`config.mk`:
```
export PLATFORM = sky130hd
export DESIGN_NAME = id_number_checksum_validator_unit
export DESIGN_NICKNAME = d
export VERILOG_FILES = /design/src/rtl/idck_pkg.sv /design/src/rtl/idck_acc.sv /design/src/rtl/idck_judge.sv /design/src/rtl/id_number_checksum_validator_unit.sv
export SDC_FILE = /design/constraint.sdc
export NUM_CORES = 1
export LEC_CHECK = 0
export BUFFER_PORTS_ARGS = -buffer_cell sky130_fd_sc_hd__buf_2
export CAP_MARGIN = 0
export CORE_MARGIN = 2
export CORE_UTILIZATION = 59
export CTS_BUF_LIST = sky130_fd_sc_hd__clkbuf_4
export DETAILED_ROUTE_END_ITERATION = 16
export PLACE_DENSITY_LB_ADDON = 0.15
export SLEW_MARGIN = 20
export SYNTH_ARGS = -nofsm -noshare
export SYNTH_HDL_FRONTEND = slang
export SYNTH_SLANG_ARGS = --single-unit
```
`constraint.sdc`:
```
create_clock -name clk -period 9.7 [get_ports clk]
set_input_delay 1.94 -clock clk [delete_from_list [all_inputs] [get_ports clk]]
set_output_delay 1.94 -clock clk [all_outputs]
set_load 0.05 [all_outputs]
```
`src/rtl/idck_pkg.sv`:
```
// Package for the ID number MOD 11-2 checker: request/result types, state type,
// error codes and the constant tables as functions.
// No dependencies.
package idck_pkg;

  localparam int unsigned ID_LEN       = 18;
  localparam int unsigned POS_SAT      = 19;
  localparam logic [7:0]  CHAR_ZERO    = 8'h30;
  localparam logic [7:0]  CHAR_NINE    = 8'h39;
  localparam logic [7:0]  CHAR_X_UPPER = 8'h58;
  localparam logic [7:0]  CHAR_X_LOWER = 8'h78;

  typedef enum logic [2:0] {
    ERR_OK         = 3'd0,
    ERR_LENGTH     = 3'd1,
    ERR_NON_DIGIT  = 3'd2,
    ERR_CHECK_FORM = 3'd3,
    ERR_CHECKSUM   = 3'd4,
    ERR_DATE       = 3'd5
  } err_code_t;

  typedef struct packed {
    logic [7:0] char_code;
    logic       is_last;
  } req_t;

  typedef struct packed {
    logic        valid_res;
    err_code_t   error_code;
    logic [13:0] birth_year;
    logic [3:0]  birth_month;
    logic [4:0]  birth_day;
    logic        is_female;
    logic [3:0]  animal_index;
    logic [3:0]  star_index;
  } res_t;

  typedef struct packed {
    logic [4:0]  char_position;
    logic [3:0]  weighted_sum_mod;
    logic        saw_non_digit;
    logic [13:0] year_digits;
    logic [6:0]  month_digits;
    logic [6:0]  day_digits;
    logic        sex_digit_odd;
  } acc_state_t;

  function automatic logic is_digit(input logic [7:0] c);
    return (c >= CHAR_ZERO) && (c <= CHAR_NINE);
  endfunction

  function automatic logic [3:0] weight_of(input logic [4:0] pos);
    logic [3:0] w;
    case (pos)
      5'd0:    w = 4'd7;
      5'd1:    w = 4'd9;
      5'd2:    w = 4'd10;
      5'd3:    w = 4'd5;
      5'd4:    w = 4'd8;
      5'd5:    w = 4'd4;
      5'd6:    w = 4'd2;
      5'd7:    w = 4'd1;
      5'd8:    w = 4'd6;
      5'd9:    w = 4'd3;
      5'd10:   w = 4'd7;
      5'd11:   w = 4'd9;
      5'd12:   w = 4'd10;
      5'd13:   w = 4'd5;
      5'd14:   w = 4'd8;
      5'd15:   w = 4'd4;
      5'd16:   w = 4'd2;
      default: w = 4'd0;
    endcase
    return w;
  endfunction

  function automatic logic [7:0] check_char(input logic [3:0] sum);
    logic [7:0] c;
    case (sum)
      4'd0:    c = 8'h31;
      4'd1:    c = 8'h30;
      4'd2:    c = CHAR_X_UPPER;
      4'd3:    c = 8'h39;
      4'd4:    c = 8'h38;
      4'd5:    c = 8'h37;
      4'd6:    c = 8'h36;
      4'd7:    c = 8'h35;
      4'd8:    c = 8'h34;
      4'd9:    c = 8'h33;
      4'd10:   c = 8'h32;
      default: c = 8'h00;
    endcase
    return c;
  endfunction

  function automatic logic [4:0] star_cut(input logic [3:0] m);
    logic [4:0] cut;
    case (m)
      4'd1:    cut = 5'd21;
      4'd2:    cut = 5'd20;
      4'd3:    cut = 5'd21;
      4'd4:    cut = 5'd21;
      4'd5:    cut = 5'd22;
      4'd6:    cut = 5'd22;
      4'd7:    cut = 5'd23;
      4'd8:    cut = 5'd24;
      4'd9:    cut = 5'd24;
      4'd10:   cut = 5'd24;
      4'd11:   cut = 5'd23;
      4'd12:   cut = 5'd22;
      default: cut = 5'd0;
    endcase
    return cut;
  endfunction

  // v <= 100; reciprocal 187/2048
  function automatic logic [3:0] mod11_small(input logic [6:0] v);
    logic [14:0] p;
    logic [3:0]  q;
    logic [6:0]  r;
    p = 15'(v) * 15'd187;
    q = p[14:11];
    r = v - 7'(q) * 7'd11;
    return r[3:0];
  endfunction

  // v < 16392; reciprocal 10923/2^17
  function automatic logic [3:0] mod12(input logic [14:0] v);
    logic [27:0] p;
    logic [10:0] q;
    logic [14:0] r;
    p = 28'(v) * 28'd10923;
    q = p[27:17];
    r = v - 15'(q) * 15'd12;
    return r[3:0];
  endfunction

endpackage

```
`src/rtl/idck_acc.sv`:
```
// Running state of the number being received: position, weighted sum mod 11,
// non-digit flag and date/sex digits. Depends on idck_pkg.
module idck_acc (
  input  logic              clk,
  input  logic              rst,
  input  logic              fire,
  input  idck_pkg::req_t    req,
  output idck_pkg::acc_state_t st
);
  import idck_pkg::*;

  acc_state_t st_next;
  logic [3:0] d;
  logic [7:0] prod;
  logic [6:0] sum_wide;

  assign d        = req.char_code[3:0];
  assign prod     = 8'(d) * 8'(weight_of(st.char_position));
  assign sum_wide = 7'(st.weighted_sum_mod) + prod[6:0];

  always_comb begin
    st_next = st;
    if (req.is_last) begin
      st_next = '0;
    end else begin
      if (st.char_position < 5'(ID_LEN - 1)) begin
        if (!is_digit(req.char_code)) begin
          st_next.saw_non_digit = 1'b1;
        end else begin
          st_next.weighted_sum_mod = mod11_small(sum_wide);
          if (st.char_position inside {[5'd6:5'd9]}) begin
            st_next.year_digits = st.year_digits * 14'd10 + 14'(d);
          end else if (st.char_position inside {[5'd10:5'd11]}) begin
            st_next.month_digits = st.month_digits * 7'd10 + 7'(d);
          end else if (st.char_position inside {[5'd12:5'd13]}) begin
            st_next.day_digits = st.day_digits * 7'd10 + 7'(d);
          end else if (st.char_position == 5'd16) begin
            st_next.sex_digit_odd = d[0];
          end
        end
      end
      if (st.char_position < 5'(POS_SAT)) begin
        st_next.char_position = st.char_position + 5'd1;
      end
    end
  end

  always_ff @(posedge clk) begin
    if (rst) begin
      st <= '0;
    end else if (fire) begin
      st <= st_next;
    end
  end

endmodule

```
`src/rtl/idck_judge.sv`:
```
// Verdict on the final character: error priority, date, sex, zodiac and star sign.
// Pure combinational. Depends on idck_pkg.
module idck_judge (
  input  idck_pkg::acc_state_t st,
  input  logic [7:0]           char_code,
  output idck_pkg::res_t       res
);
  import idck_pkg::*;

  err_code_t  err;
  logic       date_bad;
  logic [3:0] m;
  logic [4:0] dd;
  logic [3:0] animal;
  logic [3:0] star;

  assign m  = st.month_digits[3:0];
  assign dd = st.day_digits[4:0];

  assign date_bad = (st.month_digits == 7'd0) || (st.month_digits > 7'd12) ||
                    (st.day_digits == 7'd0) || (st.day_digits > 7'd31);

  always_comb begin
    if (st.char_position != 5'(ID_LEN - 1)) begin
      err = ERR_LENGTH;
    end else if (st.saw_non_digit) begin
      err = ERR_NON_DIGIT;
    end else if (!(is_digit(char_code) || char_code == CHAR_X_LOWER ||
                   char_code == CHAR_X_UPPER)) begin
      err = ERR_CHECK_FORM;
    end else if (char_code != check_char(st.weighted_sum_mod)) begin
      err = ERR_CHECKSUM;
    end else if (date_bad) begin
      err = ERR_DATE;
    end else begin
      err = ERR_OK;
    end
  end

  // 32-bit wrap of year - 4 for year < 4 lands back on year mod 12
  assign animal = (st.year_digits < 14'd4) ? st.year_digits[3:0]
                                           : mod12(15'(st.year_digits) + 15'd8);

  assign star = (dd < star_cut(m)) ? (m - 4'd1) : ((m == 4'd12) ? 4'd0 : m);

  always_comb begin
    res            = '0;
    res.error_code = err;
    if (err == ERR_OK) begin
      res.valid_res    = 1'b1;
      res.birth_year   = st.year_digits;
      res.birth_month  = m;
      res.birth_day    = dd;
      res.is_female    = ~st.sex_digit_odd;
      res.animal_index = animal;
      res.star_index   = star;
    end
  end

endmodule

```
`src/rtl/id_number_checksum_validator_unit.sv`:
```
// ID number MOD 11-2 checker, one character per request, result on final char.
// A final character is held in the input register, and its verdict is registered in
// the result register when it retires. Throughput: one request per cycle;
// a final character waits in the input register only while a stalled result is held.
// Synchronous active-high reset empties both and clears the state.
module id_number_checksum_validator_unit (
  input  logic           clk,
  input  logic           rst,
  input  logic           req_valid,
  output logic           req_stall,
  input  idck_pkg::req_t req_data,
  output logic           res_valid,
  input  logic           res_stall,
  output idck_pkg::res_t res_data
);
  import idck_pkg::*;

  logic       s1_valid;
  req_t       s1;
  logic       retire;
  acc_state_t st;
  res_t       verdict;

  assign retire    = s1_valid && (!s1.is_last || !res_valid || !res_stall);
  assign req_stall = s1_valid && !retire;

  always_ff @(posedge clk) begin
    if (rst) begin
      s1_valid <= 1'b0;
    end else if (!req_stall) begin
      s1_valid <= req_valid;
    end
  end

  always_ff @(posedge clk) begin
    if (req_valid && !req_stall) begin
      s1 <= req_data;
    end
  end

  idck_acc u_acc (
    .clk  (clk),
    .rst  (rst),
    .fire (retire),
    .req  (s1),
    .st   (st)
  );

  idck_judge u_judge (
    .st        (st),
    .char_code (s1.char_code),
    .res       (verdict)
  );

  always_ff @(posedge clk) begin
    if (rst) begin
      res_valid <= 1'b0;
    end else if (retire && s1.is_last) begin
      res_valid <= 1'b1;
    end else if (!res_stall) begin
      res_valid <= 1'b0;
    end
  end

  always_ff @(posedge clk) begin
    if (retire && s1.is_last) begin
      res_data <= verdict;
    end
  end

endmodule

```
Word level (Yosys, flattened, before mapping)
Memories as Yosys holds them, arrays and structs flattened. A register that Yosys moved wholly into a read port is not among the register bits.
Cells that the tools add are included.
Storage, ports and cells
  bits in registers: 86
  ROM bits: 320
  output and inout bits: 38
  word-level logic and storage cells: 135
  memories kept: 3
Operators by class
  add/subtract/negate cells: 9
  $mul: 8
  magnitude comparators: 14
  equal/unequal tests: 11
  muxes and demuxes: 33
  bitwise logic cells: 1
  reduce and logical (&&, ||, !) cells: 37
Memory list
  (no name shown): depth 32, width 4, rd ports 1, clocked after Yosys merged registers in 1, write ports 0, line idck_pkg.sv:54  | case (pos)
  (no name shown): depth 16, width 7, rd ports 1, clocked after Yosys merged registers in 1, write ports 0, line idck_pkg.sv:79  | case (sum)
  (no name shown): depth 16, width 5, rd ports 1, clocked after Yosys merged registers in 1, write ports 0, line idck_pkg.sv:98  | case (m)
Operators by type and width (count)
  two-way mux 39 bit: 1
  two-way mux 34 bit: 1
  two-way mux 4 bit: 8
  two-way mux 8 bit: 4
  two-way mux 29 bit: 1
  multiplier 15 x 14 -> 28 bit (second input constant): 1
  == test 8 x 7 -> 1 bit (second input constant): 2
  adder 14 x 4 -> 15 bit (second input constant): 1
  less-or-equal comparator 5 x 4 -> 1 bit (second input constant): 3
  multiplier 7 x 8 -> 15 bit (second input constant): 1
  two-way mux 15 bit: 1
  two-way mux 3 bit: 5
  two-way mux 5 bit: 3
  adder 14 x 4 -> 14 bit: 1
  adder 7 x 4 -> 7 bit: 2
  logical NOT 7 bit: 2
  < comparator 14 x 3 -> 1 bit (second input constant): 1
  multiplier 14 x 3 -> 13 bit (second input constant): 1
  multiplier 7 x 3 -> 6 bit (second input constant): 2
  two-way mux 14 bit: 1
  two-way mux 7 bit: 2
  nonzero test 2 bit: 7
  multiplier 11 x 2 -> 2 bit (second input constant): 1
  greater-or-equal comparator 5 x 4 -> 1 bit (second input constant): 2
  31 further kinds: 59

Logic depth before layout (Yosys ltp)
  word-level depth: 14
  depth in mapped cells: 40
  mapped depth without buffers: 40

Cells and area by module
Synthesis repeated with hierarchy kept, for this count alone.
Second synthesis, totals
  cells, all modules: 1063
  area total of the unflattened synthesis: 10075.9 sq um
Modules (own cells, without submodules)
  idck_acc: times used 1, cells each 593, area each 5178.7 sq um
  idck_judge: times used 1, cells each 412, area each 3453.3 sq um
  id_number_checksum_validator_unit: times used 1, cells each 58, area each 1443.9 sq um

Worst setup path after synthesis
Ideal clock, no wire load.
  path kind: reg-to-reg
  from: reg s1[3] (netlist bit)
  to: reg (tool-made name)
  library setup time: 0.120 ns
  data arrival time: 8.905 ns
  required time: 9.580 ns
  path slack: 0.675 ns
  stages on the path, launching flop included: 39
  buffers on the path: 0
  clock period less this slack: 9.025 ns
  cell sequence: edfxtp_1 -> nand2_1 -> fa_1 -> fa_1 -> fa_1 -> inv_1 -> ha_1 -> a21oi_1 -> o21bai_1 -> a21oi_1 -> xnor2_1 -> and2_1 -> nor2_1 -> inv_1 -> fa_1 -> inv_1 -> fa_1 -> inv_1 -> [... 3 more ...] -> o21ai_0 -> nand2b_1 -> a31o_1 -> a21oi_1 -> xnor2_1 -> ha_1 -> inv_1 -> fa_1 -> ha_1 -> a21o_1 -> a21oi_1 -> xnor2_1 -> xnor2_1 -> xnor2_1 -> xnor2_1 -> o31ai_4 -> nand2b_2 -> or2_1
RTL lines
  start: declaration: line id_number_checksum_validator_unit.sv:19  | req_t s1;
  start signal: assignment: line id_number_checksum_validator_unit.sv:37  | s1 <= req_data;

==> impl_metrics.py <==
metrics = {
    "timing": {
        "max_slew_margin_pct": 36.0,
        "period_share_pct": 94.4,
        "fmax_ghz": 0.109,
        "fin_skew_ns": 0.0160,
        "finalHoldViolCount": 0,
        "setup_viol": 0,
        "maxSlewViolCount": 0,
        "worst_slack_ns": 0.543,
        "tightest_slew_ns": 0.960,
        "final.min_clock_period_ns": 9.16,
    },
    "critical_path": {
        "critPathKind": "register to register",
        "cp.arrival_ns": 9.51,
        "startpoint_type": "register",
        "slowest_stage": "fa_1",
        "endpoint_kind": "register",
        "max_stage_delay_ns": 0.55,
        "cp.required_ns": 10.06,
        "crit_fanout": 7,
        "cp_common_cell": "fa_1",
    },
    "layout": {
        "final_nets": 1343,
        "final_cell_mix": "163 x ha_1, 157 x inv_1, 76 x nor2_1, 76 x fa_1, 65 x xnor2_1",
        "n_fill_cell": 1405,
        "drive_gt1_share_pct": 8.94,
        "area_delta_synth_final_pct": 6.88,
        "final_common_cell": "ha_1",
    },
    "synthesis": {
        "async_reset_ff_share_pct": 0,
        "ys.flop_type": "dfxtp_1",
        "syn-instance-count": 1043,
        "syn_area_per_cell_um2": 9.54,
        "ys_seq_elements": 100,
        "syn_area_um2": 9950,
        "ys.warnings.count": 0,
        "yosysUniqueCellTypes": 68,
        "synth_edf_count": 43,
        "synth_nets": 1295,
        "yosysSeqAreaShare_pct": 24.4,
    },
    "floorplanning": {
        "die_width_um": 134,
        "fp.dieArea_um2": 17900,
        "row_count": 47,
        "ios": 51,
        "core-area_um2": 16500,
        "chipHeight_um": 134,
        "start_util_pct": 60.2,
    },
    "global_route": {
        "grt_pass1_wl_mm": 33.8,
        "grt_max_degree": 51,
        "grt_usage_pct": 23.2,
        "grt_antenna_before_repair": 1,
        "grt_pass1_vias": 7117,
        "gr-total-overflow": 0,
    },
    "placement": {
        "place_congestion": 0.875,
        "place_hpwl_mm": 15.7,
        "place_ws_ns": 0.0931,
        "io_buffers": 50,
    },
    "clock_network": {
        "cts-root-buf": "clkbuf_4",
        "hold_buffers": 0,
        "htreeDepth": 3,
        "cts_buffer_depth": 2,
        "numCtsBuffers": 9,
        "cts.clk_slew.worst_paths_ns": 0.15,
        "cts_tree": "yes",
        "numClockSinks": 100,
        "clk-insertion-delay-late_ns": 0.47,
    },
    "route": {
        "drtPass1Iterations": 5,
        "dr.first_iter.drc_count": 364,
        "vias": 7116,
        "drc": 0,
        "postRouteAntennaNets": 0,
        "routed_wirelength_mm": 19.5,
        "via_per_inst": 5.40,
        "post_drt_wl_per_cell_um": 14.8,
    },
    "job": {
        "drv_cap": 0,
    },
    "status": {
        "status": "finished clean",
    },
    "min_path": {
        "min_path_type": "register to register",
    },
}
cells in the mapped netlist, drive strengths merged, types with 7 or more instances:
master	number	share of area (%)
nand3	26	1.3
and3	8	0.50
nand2b	12	0.78
a22oi	8	0.60
mux2i	7	0.70
edfxtp	43	13
and2	35	2.2
clkbuf	15	0.57
xor2	21	1.8
fa	76	15
ha	163	20
nand2	43	1.6
buf	10	0.58
inv	158	6.0
nor2	79	3.0
a21o	18	1.4
a21oi	41	2.1
nor4	7	0.44
nor2b	17	1.1
xnor2	67	5.9
nor3	25	1.4
dfxtp	57	11
o21ai	25	1.3
metal layers:
| layer | track usage (%) | vias up | wire [um] |
|---|---|---|---|
| met5 | 0 | - | 0 |
| met4 | 4.26 | 0 | 307 |
| met3 | 3.29 | 23 | 677 |
| met2 | 38.2 | 123 | 9050 |
| met1 | 33.1 | 3392 | 9440 |
| li1 | - | 3578 | - |
worst paths after layout:
kind	to	cells after the start	slack (ns)	start
setup / recovery	register	35	0.54	s1[1]
hold / removal	u_acc.st[0]	2	0.47	u_acc.st[0]
setup reg to reg	register	35	0.54	s1[1]
hold reg to reg	u_acc.st[0]	2	0.47	u_acc.st[0]
kinds of logic (layout without fill, tap and decap cells):
kind of cell / after synthesis / count (layout) / synth area share, %
compound gates: 139 / 139 / 9.21
other cells: 0 / 1 / 0
fa+ha+maj: 239 / 239 / 35.8
simple gates: 285 / 285 / 14.7
buf+inv: 183 / 236 / 7.10
mux: 8 / 8 / 0.817
flops: 100 / 100 / 24.4
xor+xnor: 89 / 89 / 7.97
through the flow:
| step | std cells | cell area [um^2] | hold slack, ns | util [%] | setup TNS [ns] |
|---|---|---|---|---|---|
| 2_1_floorplan | 1043 | 9950 | 0.433 | - | 0 |
| 3_3_place_gp | 1295 | 10400 | 0.446 | 63.0 | 0 |
| 3_5_place_dp | 1295 | 10400 | 0.452 | 63.0 | 0 |
| 4_1_cts | 1311 | 10500 | 0.471 | 63.8 | 0 |
| 5_1_grt | 1317 | 10600 | 0.503 | 64.4 | -0.105 |
| 6_report | 1317 | 10600 | 0.473 | 64.4 | 0 |
timing repair:
item | CTS | global route
setup buffers | 0 | 5
hold endpoints to repair | 0 | 0
resized for setup | 0 | 11
setup endpoints to repair | 0 | 8
worst max-delay path: cells and delay by family, from the launching register on:
family | cells | cell delay [ns]
simple gates | 2 | 0.29
buf+inv | 5 | 0.39
flops | 1 | 0.45
compound gates | 10 | 1.91
fa+ha+maj | 12 | 5.05
xor+xnor | 6 | 0.94
final cells by class:
class | count | area [um^2] | area share [%]
well taps | 220 | 275 | 2.59
repair buffers | 62 | 340 | 3.20
clock inverters | 6 | 48.8 | 0.459
multi-input cells | 760 | 6870 | 64.6
clock buffers | 10 | 75.1 | 0.706
diodes | 1 | 2.50 | 0.0235
flip-flops and latches | 100 | 2430 | 22.9
inverters | 158 | 593 | 5.58
Power is left out: the tool's default activity adds up to more than one toggle a clock period on the data nets, which glitch-free logic cannot reach.
